**config.mk**
```make
export PLATFORM = sky130hd
export DESIGN_NAME = fsha_ctrl
export DESIGN_NICKNAME = d
export VERILOG_FILES = /design/src/rtl/core/fsha_pkg.sv /design/src/rtl/core/fsha_ctrl.sv
export SDC_FILE = /design/constraint.sdc
export NUM_CORES = 1
export LEC_CHECK = 0
export BUFFER_PORTS_ARGS = -buffer_cell sky130_fd_sc_hd__clkbuf_2
export CORE_AREA = 5 5 42 44
export CTS_BUF_LIST = sky130_fd_sc_hd__clkbuf_8 sky130_fd_sc_hd__clkbuf_16
export DETAILED_ROUTE_END_ITERATION = 16
export DIE_AREA = 0 0 47 49
export HOLD_SLACK_MARGIN = 0.05
export PLACE_DENSITY_LB_ADDON = 0.2
export REMOVE_ABC_BUFFERS = 1
export SKIP_LAST_GASP = 1
export SYNTH_ARGS = -nofsm -noshare
export SYNTH_HDL_FRONTEND = slang
export SYNTH_SLANG_ARGS = --single-unit
```
**constraint.sdc**
```tcl
create_clock -name i_clk -period 3 [get_ports i_clk]
set_input_delay 0.3 -clock i_clk [delete_from_list [all_inputs] [get_ports i_clk]]
set_output_delay 0.3 -clock i_clk [all_outputs]
set_load 0.05 [all_outputs]
```
**src/rtl/core/fsha_pkg.sv**
```systemverilog
// Shared types, constants and helper functions of the free space hole analyzer.
package fsha_pkg;

    // Directory depth and derived widths
    localparam int MAX_SLOTS = 64;
    localparam int ADDR_W    = (MAX_SLOTS > 1) ? $clog2(MAX_SLOTS) : 1;
    localparam int CNT_W     = $clog2(MAX_SLOTS + 1);

    // Fixed field widths
    localparam int DATA_W    = 32;
    localparam int TALLY_W   = 7;
    localparam int STATE_W   = 2;
    localparam int CFG_IDX_W = 2;

    localparam logic [TALLY_W-1:0] TALLY_MAX = {TALLY_W{1'b1}};

    // Entry state codes
    localparam logic [STATE_W-1:0] ST_FREE    = 2'd0;
    localparam logic [STATE_W-1:0] ST_WRITING = 2'd1;
    localparam logic [STATE_W-1:0] ST_VALID   = 2'd2;

    // Configuration register indexes
    localparam logic [CFG_IDX_W-1:0] CFG_DATA_START = 2'd0;
    localparam logic [CFG_IDX_W-1:0] CFG_REGION_END = 2'd1;

    // One occupied range in the store
    typedef struct packed {
        logic [DATA_W-1:0] rng_off;
        logic [DATA_W-1:0] rng_end;
    } t_range;

    localparam int RANGE_W = $bits(t_range);

    // Controller to datapath commands
    typedef struct packed {
        logic accept;      // take the request on the input ports
        logic ins_shift;   // move entry j-1 up to j, step j down
        logic ins_put;     // write new range at j, grow the store
        logic scan_init;   // load cursor and clear scan accumulators
        logic scan_rd;     // read range at scan index, step index
        logic tail;        // evaluate the gap up to region_end
        logic load_out;    // capture the result registers
        logic clear_pass;  // zero counters, sums and store fill
    } t_cmd;

    // Datapath to controller status
    typedef struct packed {
        logic need_ins;     // incoming request needs a store insertion
        logic count_zero;   // store is empty
        logic rd_gt;        // stored offset above the new offset
        logic idx_is1;      // insertion index equals one
        logic idx_lt_count; // scan index still inside the store
    } t_sts;

    // Add with saturation at all ones
    function automatic logic [DATA_W-1:0] sat_add(input logic [DATA_W-1:0] a,
                                                  input logic [DATA_W-1:0] b);
        logic [DATA_W:0] sum;
        sum = {1'b0, a} + {1'b0, b};
        return sum[DATA_W] ? {DATA_W{1'b1}} : sum[DATA_W-1:0];
    endfunction

    // Increment with saturation at all ones
    function automatic logic [TALLY_W-1:0] sat_inc(input logic [TALLY_W-1:0] a);
        return (a == TALLY_MAX) ? a : a + TALLY_W'(1);
    endfunction

endpackage

```
**src/rtl/core/fsha_ctrl.sv**
```systemverilog
// Controller: sequences acceptance, sorted insertion, gap scan and result handoff.
module fsha_ctrl (
    input  logic           i_clk,
    input  logic           i_rst_n,
    input  logic           i_valid,
    input  logic           i_last_entry,
    output logic           o_stall,
    output logic           o_valid,
    input  logic           i_stall,
    input  fsha_pkg::t_sts i_sts,
    output fsha_pkg::t_cmd o_cmd
);
    import fsha_pkg::*;

    typedef enum logic [2:0] {
        S_IDLE,
        S_INS_CMP,
        S_INS_PUT,
        S_START,
        S_SCAN,
        S_TAIL,
        S_FLUSH,
        S_RESULT
    } t_state;

    t_state r_state;
    t_state n_state;
    logic   r_last;
    logic   n_last;
    logic   r_o_valid;
    logic   n_o_valid;
    logic   out_free;
    logic   out_take;

    assign out_take = r_o_valid && !i_stall;
    assign out_free = !r_o_valid || !i_stall;

    // Next state and commands
    always_comb begin
        n_state = r_state;
        n_last  = r_last;
        o_cmd   = '0;
        case (r_state)
            S_IDLE: begin
                if (i_valid) begin
                    o_cmd.accept = 1'b1;
                    n_last       = i_last_entry;
                    if (i_sts.need_ins) begin
                        n_state = i_sts.count_zero ? S_INS_PUT : S_INS_CMP;
                    end else if (i_last_entry) begin
                        n_state = S_START;
                    end
                end
            end
            S_INS_CMP: begin
                if (i_sts.rd_gt) begin
                    o_cmd.ins_shift = 1'b1;
                    if (i_sts.idx_is1) begin
                        n_state = S_INS_PUT;
                    end
                end else begin
                    o_cmd.ins_put = 1'b1;
                    n_state       = r_last ? S_START : S_IDLE;
                end
            end
            S_INS_PUT: begin
                o_cmd.ins_put = 1'b1;
                n_state       = r_last ? S_START : S_IDLE;
            end
            S_START: begin
                o_cmd.scan_init = 1'b1;
                n_state         = S_SCAN;
            end
            S_SCAN: begin
                if (i_sts.idx_lt_count) begin
                    o_cmd.scan_rd = 1'b1;
                end else begin
                    n_state = S_TAIL;
                end
            end
            S_TAIL: begin
                o_cmd.tail = 1'b1;
                n_state    = S_FLUSH;
            end
            S_FLUSH: begin
                n_state = S_RESULT;
            end
            S_RESULT: begin
                if (out_free) begin
                    o_cmd.load_out   = 1'b1;
                    o_cmd.clear_pass = 1'b1;
                    n_state          = S_IDLE;
                end
            end
            default: begin
                n_state = S_IDLE;
            end
        endcase
    end

    // Hold the result valid until taken
    always_comb begin
        n_o_valid = r_o_valid;
        if (o_cmd.load_out) begin
            n_o_valid = 1'b1;
        end else if (out_take) begin
            n_o_valid = 1'b0;
        end
    end

    // State and registered outputs
    always_ff @(posedge i_clk) begin
        if (!i_rst_n) begin
            r_state   <= S_IDLE;
            r_last    <= 1'b0;
            r_o_valid <= 1'b0;
        end else begin
            r_state   <= n_state;
            r_last    <= n_last;
            r_o_valid <= n_o_valid;
        end
    end

    assign o_stall = (r_state != S_IDLE);
    assign o_valid = r_o_valid;

`ifndef SYNTHESIS
    a_load_free: assert property (@(posedge i_clk) disable iff (!i_rst_n)
        o_cmd.load_out |-> !r_o_valid || !i_stall)
        else $error("result loaded over a pending result");

    a_result_hold: assert property (@(posedge i_clk) disable iff (!i_rst_n)
        (r_state == S_RESULT) && r_o_valid && i_stall |=> r_state == S_RESULT)
        else $error("result state left while output blocked");

    a_scan_last: assert property (@(posedge i_clk) disable iff (!i_rst_n)
        o_cmd.scan_init |-> r_last)
        else $error("scan started without a last request");
`endif

endmodule

```
# After elaboration in Yosys (flattened, before gate mapping)
# Index checks and enable logic that the tools add are counted.
# totals
register_bits,5
inputBits,10
word_cells,48
# op_classes
eq_ne,12
mux,24
reduce_logical,9
# op_table
cell,count
$pmux W3 S8,1
$mux W3,7
$eq A3 B3 Y1 const B,4
$mux W1,11
$mux W2,4
$eq A3 B2 Y1 const B,2
$ne A2 B2 Y1 const B,3
$ne A3 B3 Y1 const B,2
$reduce_and A5 Y1,1
$eq A3 B1 Y1 const B,1
$logic_not A3 Y1,1
$reduce_bool A3 Y1,1
$logic_not A1 Y1,2
$pmux W1 S2,1
$reduce_and A2 Y1,1
$reduce_bool A2 Y1,1
$logic_and A1 B1 Y1,1
$logic_or A1 B1 Y1,1

# Logic depth before layout (Yosys ltp)
# Gate-level depths: netlist of run 1.
# logic_depth
depth_word,5
mapped_depth,5
ltp_nobuf,4

# Least setup slack after synthesis of run 1
# No wires, ideal clock.
# synth_path
path_type,register to output
startpoint,register r_state[0]
endpoint,output o_cmd[6] (netlist name)
arrival_ns,1.663
required_time_ns,2.700
slack_ns,1.037
stages_incl_launch_ff,4
cell_sequence,dfxtp_1 buf_2 nand2_1 nor3_1
# synth_rtl
element,line,source
"start, declared",fsha_ctrl.sv:26,t_state r_state;
"start signal, assigned",fsha_ctrl.sv:118,r_state <= n_state;
"end, declared",fsha_ctrl.sv:11,output fsha_pkg::t_cmd o_cmd

==> results of run 1 <==
## per-layer routing
metal	part of all wire, %	GRT usage (%)	routed length (um)
met1	44	9.934	427
met2	52	13.80	511
met3	3.8	2.214	37
met4	0	5.530	0
met5	0	0	0
## cell type report
| type | count | area share (%) |
|---|---|---|
| Clock buffer | 3 | 7.586 |
| Tap cell | 16 | 3.678 |
| Timing Repair Buffer | 19 | 17.47 |
| Multi-Input combinational cell | 41 | 49.43 |
| Inverter | 4 | 2.759 |
| Clock inverter | 1 | 0.6897 |
| Sequential cell | 5 | 18.39 |
## Yosys cell counts (all sizes together)
master	number
and4	1
inv	4
a21oi	6
o21ai	3
o31ai	1
o32ai	1
nand2	5
o22ai	1
nor3	4
a41o	1
mux2i	1
nand2b	3
buf	5
and2	2
nor2b	1
a31oi	1
dfxtp	5
nand3	1
and4bb	1
nor4b	1
nor2	6
a22oi	1
## sequential cells by signal, summed over array words and instances, names as in the netlist
signal,count
r_state,3
o_valid,1
r_last,1
## cell families after synthesis
kind of cell    count (synthesis)
compound gates                 15
buf+inv                         9
flops                           5
mux                             1
simple gates                   25
## worst reg2reg max path, stage by stage, from the launching register on
cell and delay (ps):
dfxtp_1 660, and4bb_1 310, a21oi_1 160, a21oi_1 90, a41o_1 200
## worst paths after layout
| path | slack [ps] | depth (start not counted) | endpoint |
|---|---|---|---|
| setup / recovery | 1140 | 5 | o_cmd[5] |
| hold / removal | 350 | 3 | r_last |
| setup reg to reg | 1470 | 4 | r_state[1] |
| hold reg to reg | 500 | 2 | o_valid |
## metrics by stage
step,setup slack (ps),instances,hold slack (ps),power [uW],cell area (um2)
floorplan,700.8,50,447.2,370.9,384.1
global placement,1398,85,494.6,439.8,499.2
detailed placement,1403,85,495.1,436.7,499.2
CTS,1161,89,342.0,560.9,544.3
global route,1005,89,365.6,593.2,544.3
finish,1144,89,345.9,555.1,544.3
## cells in the final DEF (no fill, tap or decap), drive strengths merged
cell	instances
clkbuf	22
nor2	6
a21oi	6
nand2	5
inv	5
dfxtp	5
nor3	4
nand2b	3
o21ai	3
and2	2
nor2b	1
and4bb	1
a31oi	1
o22ai	1
nor4b	1
and4	1
a41o	1
nand3	1
mux2i	1
o31ai	1
a22oi	1
o32ai	1
## power by group through the flow
| stage | registers [uW] | clock network (uW) | logic (uW) |
|---|---|---|---|
| after global placement | 144 | 0 | 295 |
| after floorplan | 130 | 0 | 241 |
| after detailed placement | 142 | 0 | 295 |
| final | 142 | 121 | 292 |
| after global routing | 149 | 130 | 315 |
| after CTS | 141 | 125 | 295 |
==> impl_metrics.tcl, run 1 <==
set metrics [dict create \
    outcome "finished, final reports clean" \
    rr_startpoint "r_state[1]" \
    cpMaxStageDelayCell "dfxtp_1" \
    hold_start "i_last_entry" \
    combPwrFrac_pct 52.6 \
    multi_input_area_um2 269.0 \
    final_util_pct 38.84 \
    root_buffer "clkbuf_8" \
    fin_nets 84 \
    yosysTopAreaCellShare_pct 23.46 \
    cts_buffers 3 \
    cpMostUsedCell "nor2_1" \
    power.switching_uw 279.9 \
    synthXorXnorAreaFrac_pct 0 \
    hold_viol 0 \
    worstSetupStartpoint "r_state[1]" \
    ant_nets 0 \
    gp_congestion 0.6209 \
    crit_family "flip-flops" \
    ys_seq_area_share_pct 23.46 \
    grt_antenna_before_repair 0 \
    cts_setup_buffers 0 \
    path_class "flip-flop to primary output" \
    crit_buf_inv 1 \
    synth-compound-area-share_pct 22.29 \
    clock_skew_ps 4.764 \
    wire_per_inst_um 10.98 \
    max_stage_delay_ps 660 \
    ys_warn_count 0 \
    switching_share_pct 50.43 \
    drive_gt1_share_pct 36.99 \
    synth-simple-area-share_pct 38.42 \
    synth_cell_types 27 \
    worstSkewPairLatency_ps 220 \
    clkPwrFrac_pct 21.7 \
    grt_pass1_wl_um 1476 \
    h-tree-depth 1 \
    synthTopCellsByArea "dfxtp_1 (23%), a21oi_1 (7.0%), nor4b_4 (5.6%)" \
    area_growth_pct 27.57 \
    hold_path_class "primary input to flip-flop" \
    intPower_uw 275.1 \
    wl_um 977 \
    drc 0 \
    finalCritPeriodShare_pct 61.88 \
    ys_ff_latch 5 \
    start_util_pct 30.45 \
    fmax_mhz 538.7 \
    fill_cells 164 \
    arrival_ps 1560 \
    powerDensity_nw_per_um2 1020 \
    cp-start-kind "flip-flop" \
    crit_path_end_kind "primary output" \
    antenna_cells 0 \
    cp_max_fo 14 \
    first_pass_iters 2 \
    grt_pass1_vias 377 \
    avgSynthCellArea_um2 7.757 \
    placementRows 14 \
    rsz0062_at_grt "no" \
    io_buffers 19 \
    ir_worst_vdd_v 0.0004019 \
    yosysTopAreaCell "dfxtp_1" \
    io_pins 20 \
    fp.dieW_um 47 \
    vias 427 \
    clock_sinks 5 \
    fin_crit_ps 1856 \
    slew_headroom_pct 62.84 \
    synth_mux_area_share_pct 2.346 \
    seq_power_share_pct 25.7 \
    vias_per_cell 4.798 \
    cts_tree "yes" \
    grt_max_degree 15 \
    dieArea_um2 2303 \
    grt-ovfl-total 0 \
    cts_resized 0 \
    setup_tns_ps 0 \
    layout.area.seq_um2 100.1 \
    synth_cells 55 \
    synth_area_um2 426.7 \
    die_y_um 49 \
    maxCapViolCount 0 \
    grt_usage_pct 8.745 \
    worst_pin_slew_ps 556.6 \
    postCtsHoldBufs 0 \
    synth_top_family_by_area "simple AND/OR/NAND/NOR gates" \
    cp_cell_sequence "nand2b_1, nor2_1, a21oi_1, nor2_1, clkbuf_2" \
    drt_iter0_markers 7 \
    setup_viol 0 \
    synth_fa_ha_area_share_pct 0 \
    maxSlewViolCount 0 \
    p_leak_uw 0.0002659 \
    coreArea_um2 1401 \
    required_ps 2700 \
    clkTransAtPathRegs_ps 40 \
    clock_path_buffers 2 \
]
Power figures use the tool's default switching activity.
==> run 2, diff against run 1 <==
==> constraint.sdc (replaced) <==
create_clock -name i_clk -period 1.58 [get_ports i_clk]
set_input_delay 0.158 -clock i_clk [delete_from_list [all_inputs] [get_ports i_clk]]
set_output_delay 0.158 -clock i_clk [all_outputs]
set_load 0.05 [all_outputs]
==> run 2 against run 1 <==
Against the previous run:
- clock skew is 4.2 ps lower
- wire length is 6.0% lower
- setup slack worse by 1000 ps
- die area stayed put
- utilization is 0.98 points higher
- count of clock-buffer cells in the layout stayed put
- via count is 0.47% higher
- cell count is 1.1% higher
- combinational power is 98% higher
- sequential power is 89% higher
- largest cell class unchanged
- highest routed layer is now met4
==> impl_metrics.tcl, run 2 (same netlist as run 1, synthesis figures left out) <==
set metrics [dict create \
    outcome "finished, final reports clean" \
    ir_worst_vdd_v 0.0007932 \
    io_buffers 19 \
    fin_area_um2 558.0 \
    multi_input_area_um2 269.0 \
    p_leak_uw 0.0002725 \
    dp_cells 86 \
    critical_path_depth 4 \
    fin_hold_ws_ps 202.6 \
    fill_cells 163 \
    ant_nets 0 \
    r2r_cells 4 \
    h-tree-depth 1 \
    largest-register "r_state" \
    grt_usage_pct 9.514 \
    start_util_pct 30.45 \
    cts_setup_buffers 0 \
    hold_path_class "primary input to flip-flop" \
    fin_crit_ps 1477 \
    seq_power_share_pct 25.1 \
    layout.area.seq_um2 103.9 \
    area_growth_pct 30.79 \
    layout_common_cells "clkbuf_2 (18), nor2_1 (6), a21oi_1 (6), nand2_1 (5), inv_1 (5)" \
    grt_pass1_wl_um 1621 \
    slew_headroom_pct 81.01 \
    final_cells 90 \
    cp_cell_sequence "buf_4, nor3_4, and2_4, clkbuf_4" \
    cp_max_fo 13 \
    worstHoldPathCells 3 \
    dieArea_um2 2303 \
    die_y_um 49 \
    antenna_cells 0 \
    hold_viol 0 \
    grt_antenna_before_repair 0 \
    worst_pin_slew_ps 284.9 \
    dp_hpwl_um 750.5 \
    clock_skew_ps 0.5682 \
    coreArea_um2 1401 \
    wl_um 918 \
    clock_path_buffers 2 \
    wire_per_inst_um 10.20 \
    required_ps 1420 \
    grt_pass1_vias 390 \
    path_class "flip-flop to primary output" \
    finalCritPeriodShare_pct 93.49 \
    fin_nets 85 \
    power_uw 1068 \
    root_buffer "clkbuf_8" \
    grt-ovfl-total 0 \
    drive_gt1_share_pct 41.89 \
    intPower_uw 544.1 \
    maxSlewViolCount 0 \
    placed_cell_area_um2 506.7 \
    cts_buffers 3 \
    power.switching_uw 524.2 \
    fmax_mhz 677.0 \
    io_pins 20 \
    cts_resized 4 \
    crit_family "buffers and inverters" \
    clock_sinks 5 \
    max_stage_delay_ps 380 \
    clkPwrFrac_pct 21.0 \
    vias_per_cell 4.767 \
    fp.dieW_um 47 \
    rsz0062_at_grt "no" \
    placementRows 14 \
    postCtsHoldBufs 0 \
    cts_tree "yes" \
    cp-start-kind "flip-flop" \
    maxCapViolCount 0 \
    grt_max_degree 15 \
    drc 0 \
    crit_buf_inv 2 \
    arrival_ps 1320 \
    first_pass_iters 2 \
    powerDensity_nw_per_um2 1914 \
    largest_register_ffs 3 \
    clkTransAtPathRegs_ps 30 \
    cpMaxStageDelayCell "dfxtp_2" \
    setup_viol 0 \
    switching_share_pct 49.07 \
    worstSkewPairLatency_ps 220 \
    final_common_cell "clkbuf_2" \
    crit_path_end_kind "primary output" \
    drt_iter0_markers 4 \
    combPwrFrac_pct 54.0 \
    gp_congestion 0.6749 \
    vias 429 \
]
==> run 2: cell types whose count changed in the layout (fill, tap and decap cells not counted) <==
cell,delta
dfxtp_2,+3
clkbuf_2,-1
buf_4,+1
dfxtp_1,-3
clkbuf_4,+1
==> run 2: path summary, 6_finish.rpt <==
| check | start | endpoint | slack, ps |
|---|---|---|---|
| setup / recovery | r_state[1] | o_cmd[7] | 100 |
| hold reg to reg | o_valid | o_valid | 490 |
| hold / removal | i_last_entry | r_last | 200 |
| setup reg to reg | r_state[1] | r_state[1] | 280 |
==> run 2: cell type report <==
| class | count | share of cell area (%) |
|---|---|---|
| Clock buffer | 3 | 7.399 |
| Clock inverter | 1 | 0.6726 |
| Inverter | 4 | 2.691 |
| Multi-Input combinational cell | 41 | 48.21 |
| Sequential cell | 5 | 18.61 |
| Tap cell | 16 | 3.587 |
| Timing Repair Buffer | 20 | 18.83 |
==> run 2: worst min-delay path, stage by stage <==
cell	delay, ps
clkbuf_2	90
mux2i_1	60
nor2_1	80
==> run 2: power groups by stage <==
stage | clock network (uW) | registers (uW) | logic [uW]
floorplan | 0 | 247 | 457
global placement | 0 | 267 | 585
detailed placement | 0 | 263 | 576
CTS | 231 | 268 | 582
global route | 245 | 279 | 627
finish | 224 | 268 | 577
==> run 2: metal layers <==
layer | track usage [%] | vias up | part of all wire, %
met3 | 2.214 | 2 | 2.6
met1 | 11.67 | 187 | 41
met2 | 14.48 | 8 | 55
li1 | - | 232 | -
met5 | 0 | - | 0
met4 | 5.530 | 0 | 1.7
==> run 2: metrics by stage <==
step           setup TNS (ps)  utilization (%)  setup slack, ps
2_1_floorplan           -2115                -           -688.9
6_report                    0            39.82            102.9
3_5_place_dp                0            36.16            146.7
4_1_cts                     0            39.82            88.25
3_3_place_gp                0            36.16            132.1
5_1_grt                     0            39.82            14.19
==> run 3, diff against run 2 <==
--- a/config.mk
+++ b/config.mk
@@ -11,7 +11,6 @@
 export DETAILED_ROUTE_END_ITERATION = 16
 export DIE_AREA = 0 0 47 49
 export HOLD_SLACK_MARGIN = 0.05
-export PLACE_DENSITY_LB_ADDON = 0.2
 export REMOVE_ABC_BUFFERS = 1
 export SKIP_LAST_GASP = 1
 export SYNTH_ARGS = -nofsm -noshare
==> run 3 against run 2 <==
Against the previous run:
- design area up 0.45%
- die area unchanged
- first-iteration DRC count up 75%
- global-route usage down 0.35 points
- critical path depth unchanged
- critical endpoint unchanged
==> impl_metrics.tcl, run 3 (same netlist as run 1, synthesis figures left out) <==
set metrics [dict create \
    outcome "finished, final reports clean" \
    grt_pass1_vias 419 \
    combPwrFrac_pct 54.1 \
    grt-ovfl-total 0 \
    wire_per_inst_um 10.67 \
    postCtsHoldBufs 0 \
    power.switching_uw 528.7 \
    multi_input_area_um2 269.0 \
    powerDensity_nw_per_um2 1916 \
    fp.dieW_um 47 \
    ir_worst_vdd_v 0.0008229 \
    arrival_ps 1330 \
    h-tree-depth 1 \
    cts_setup_buffers 0 \
    drive_gt1_share_pct 41.89 \
    root_buffer "clkbuf_8" \
    vias_per_cell 4.989 \
    hold_viol 0 \
    cpMaxStageDelayCell "dfxtp_2" \
    fin_crit_ps 1485 \
    clock_sinks 5 \
    path_class "flip-flop to primary output" \
    crit_path_end_kind "primary output" \
    maxCapViolCount 0 \
    gp_congestion 0.7778 \
    area_growth_pct 31.38 \
    cts_buffers 3 \
    coreArea_um2 1401 \
    largest_register_ffs 3 \
    required_ps 1420 \
    intPower_uw 545.4 \
    placed_cell_area_um2 506.7 \
    grt_pass1_wl_um 1593 \
    grt_antenna_before_repair 0 \
    fin_hold_ws_ps 198.3 \
    worstSkewPairLatency_ps 220 \
    drt_iter0_markers 7 \
    fill_cells 162 \
    crit_buf_inv 2 \
    layout.area.seq_um2 106.4 \
    cp_max_fo 13 \
    worst_pin_slew_ps 281.9 \
    max_stage_delay_ps 380 \
    slew_headroom_pct 81.29 \
    clock_skew_ps 1.589 \
    fmax_mhz 673.4 \
    dieArea_um2 2303 \
    switching_share_pct 49.22 \
    crit_family "buffers and inverters" \
    finalCritPeriodShare_pct 93.99 \
    seq_power_share_pct 24.8 \
    final_common_cell "clkbuf_2" \
    cp-start-kind "flip-flop" \
    grt_max_degree 15 \
    layout_common_cells "clkbuf_2 (18), nor2_1 (6), a21oi_1 (6), nand2_1 (5), inv_1 (5)" \
    ant_nets 0 \
    setup_viol 0 \
    maxSlewViolCount 0 \
    io_pins 20 \
    clock_path_buffers 2 \
    clkPwrFrac_pct 21.0 \
    drc 0 \
    setup_tns_ps 0 \
    first_pass_iters 4 \
    hold_path_class "primary input to flip-flop" \
    clkTransAtPathRegs_ps 30 \
    cts_tree "yes" \
    wl_um 960 \
    fin_area_um2 560.5 \
    cp_cell_sequence "buf_4, nor3_4, and2_4, clkbuf_4" \
    die_y_um 49 \
    start_util_pct 30.45 \
    p_leak_uw 0.0002728 \
    dp_hpwl_um 775.7 \
    power_uw 1074 \
    grt_usage_pct 9.168 \
    rsz0062_at_grt "no" \
    placementRows 14 \
    io_buffers 19 \
    vias 449 \
    largest-register "r_state" \
    antenna_cells 0 \
    fin_nets 85 \
]
## run 3: worst register-to-register path: stages (launching register included)
cell and delay, ps:
dfxtp_2 450, and4bb_1 270, a21oi_1 190, a21oi_1 100, a41o_1 200
## run 3: through the flow
stage	instances	setup slack, ps	util (%)
global placement	86	146.3	36.16
detailed placement	86	126.7	36.16
CTS	90	85.17	39.82
floorplan	50	-688.9	-
global route	90	32.88	40.00
finish	90	94.96	40.00
## run 3: worst paths after layout
kind | cells after the start | slack, ps | start | to
worst max-delay path | 4 | 90 | r_state[1] | o_cmd[7]
worst min-delay path | 3 | 200 | i_last_entry | r_last
worst max register to register | 4 | 250 | r_state[1] | r_state[1]
worst min register to register | 2 | 510 | o_valid | o_valid
## run 3: timing repair
item	in CTS	in global routing
endpoints found under the hold margin	0	0
endpoints found under the setup margin	6	1
pin swaps	0	0
resized for setup	4	1
## run 3: power by group through the flow
| stage | clock network [uW] | logic [uW] | registers, uW |
|---|---|---|---|
| final | 226 | 581 | 267 |
| after global routing | 242 | 628 | 281 |
| after CTS | 232 | 587 | 267 |
| after detailed placement | 0 | 581 | 263 |
| after global placement | 0 | 582 | 263 |
| after floorplan | 0 | 457 | 247 |
## run 3: metal layers
metal  track usage, %  routed length (um)  up-vias  part of all wire [%]
met5                0                   0        -                     0
met4            5.530                  21        0                   2.2
met3            1.476                  67        2                   7.0
met2            14.03                 508       14                    53
met1            11.48                 363      203                    38
li1                 -                   -      230                     -
## run 3: final cells by class
cell class	instances	area share [%]
Multi-Input combinational cell	41	47.99
Sequential cell	5	18.97
Timing Repair Buffer	20	18.75
Clock buffer	3	7.366
Tap cell	16	3.571
Inverter	4	2.679
Clock inverter	1	0.6696
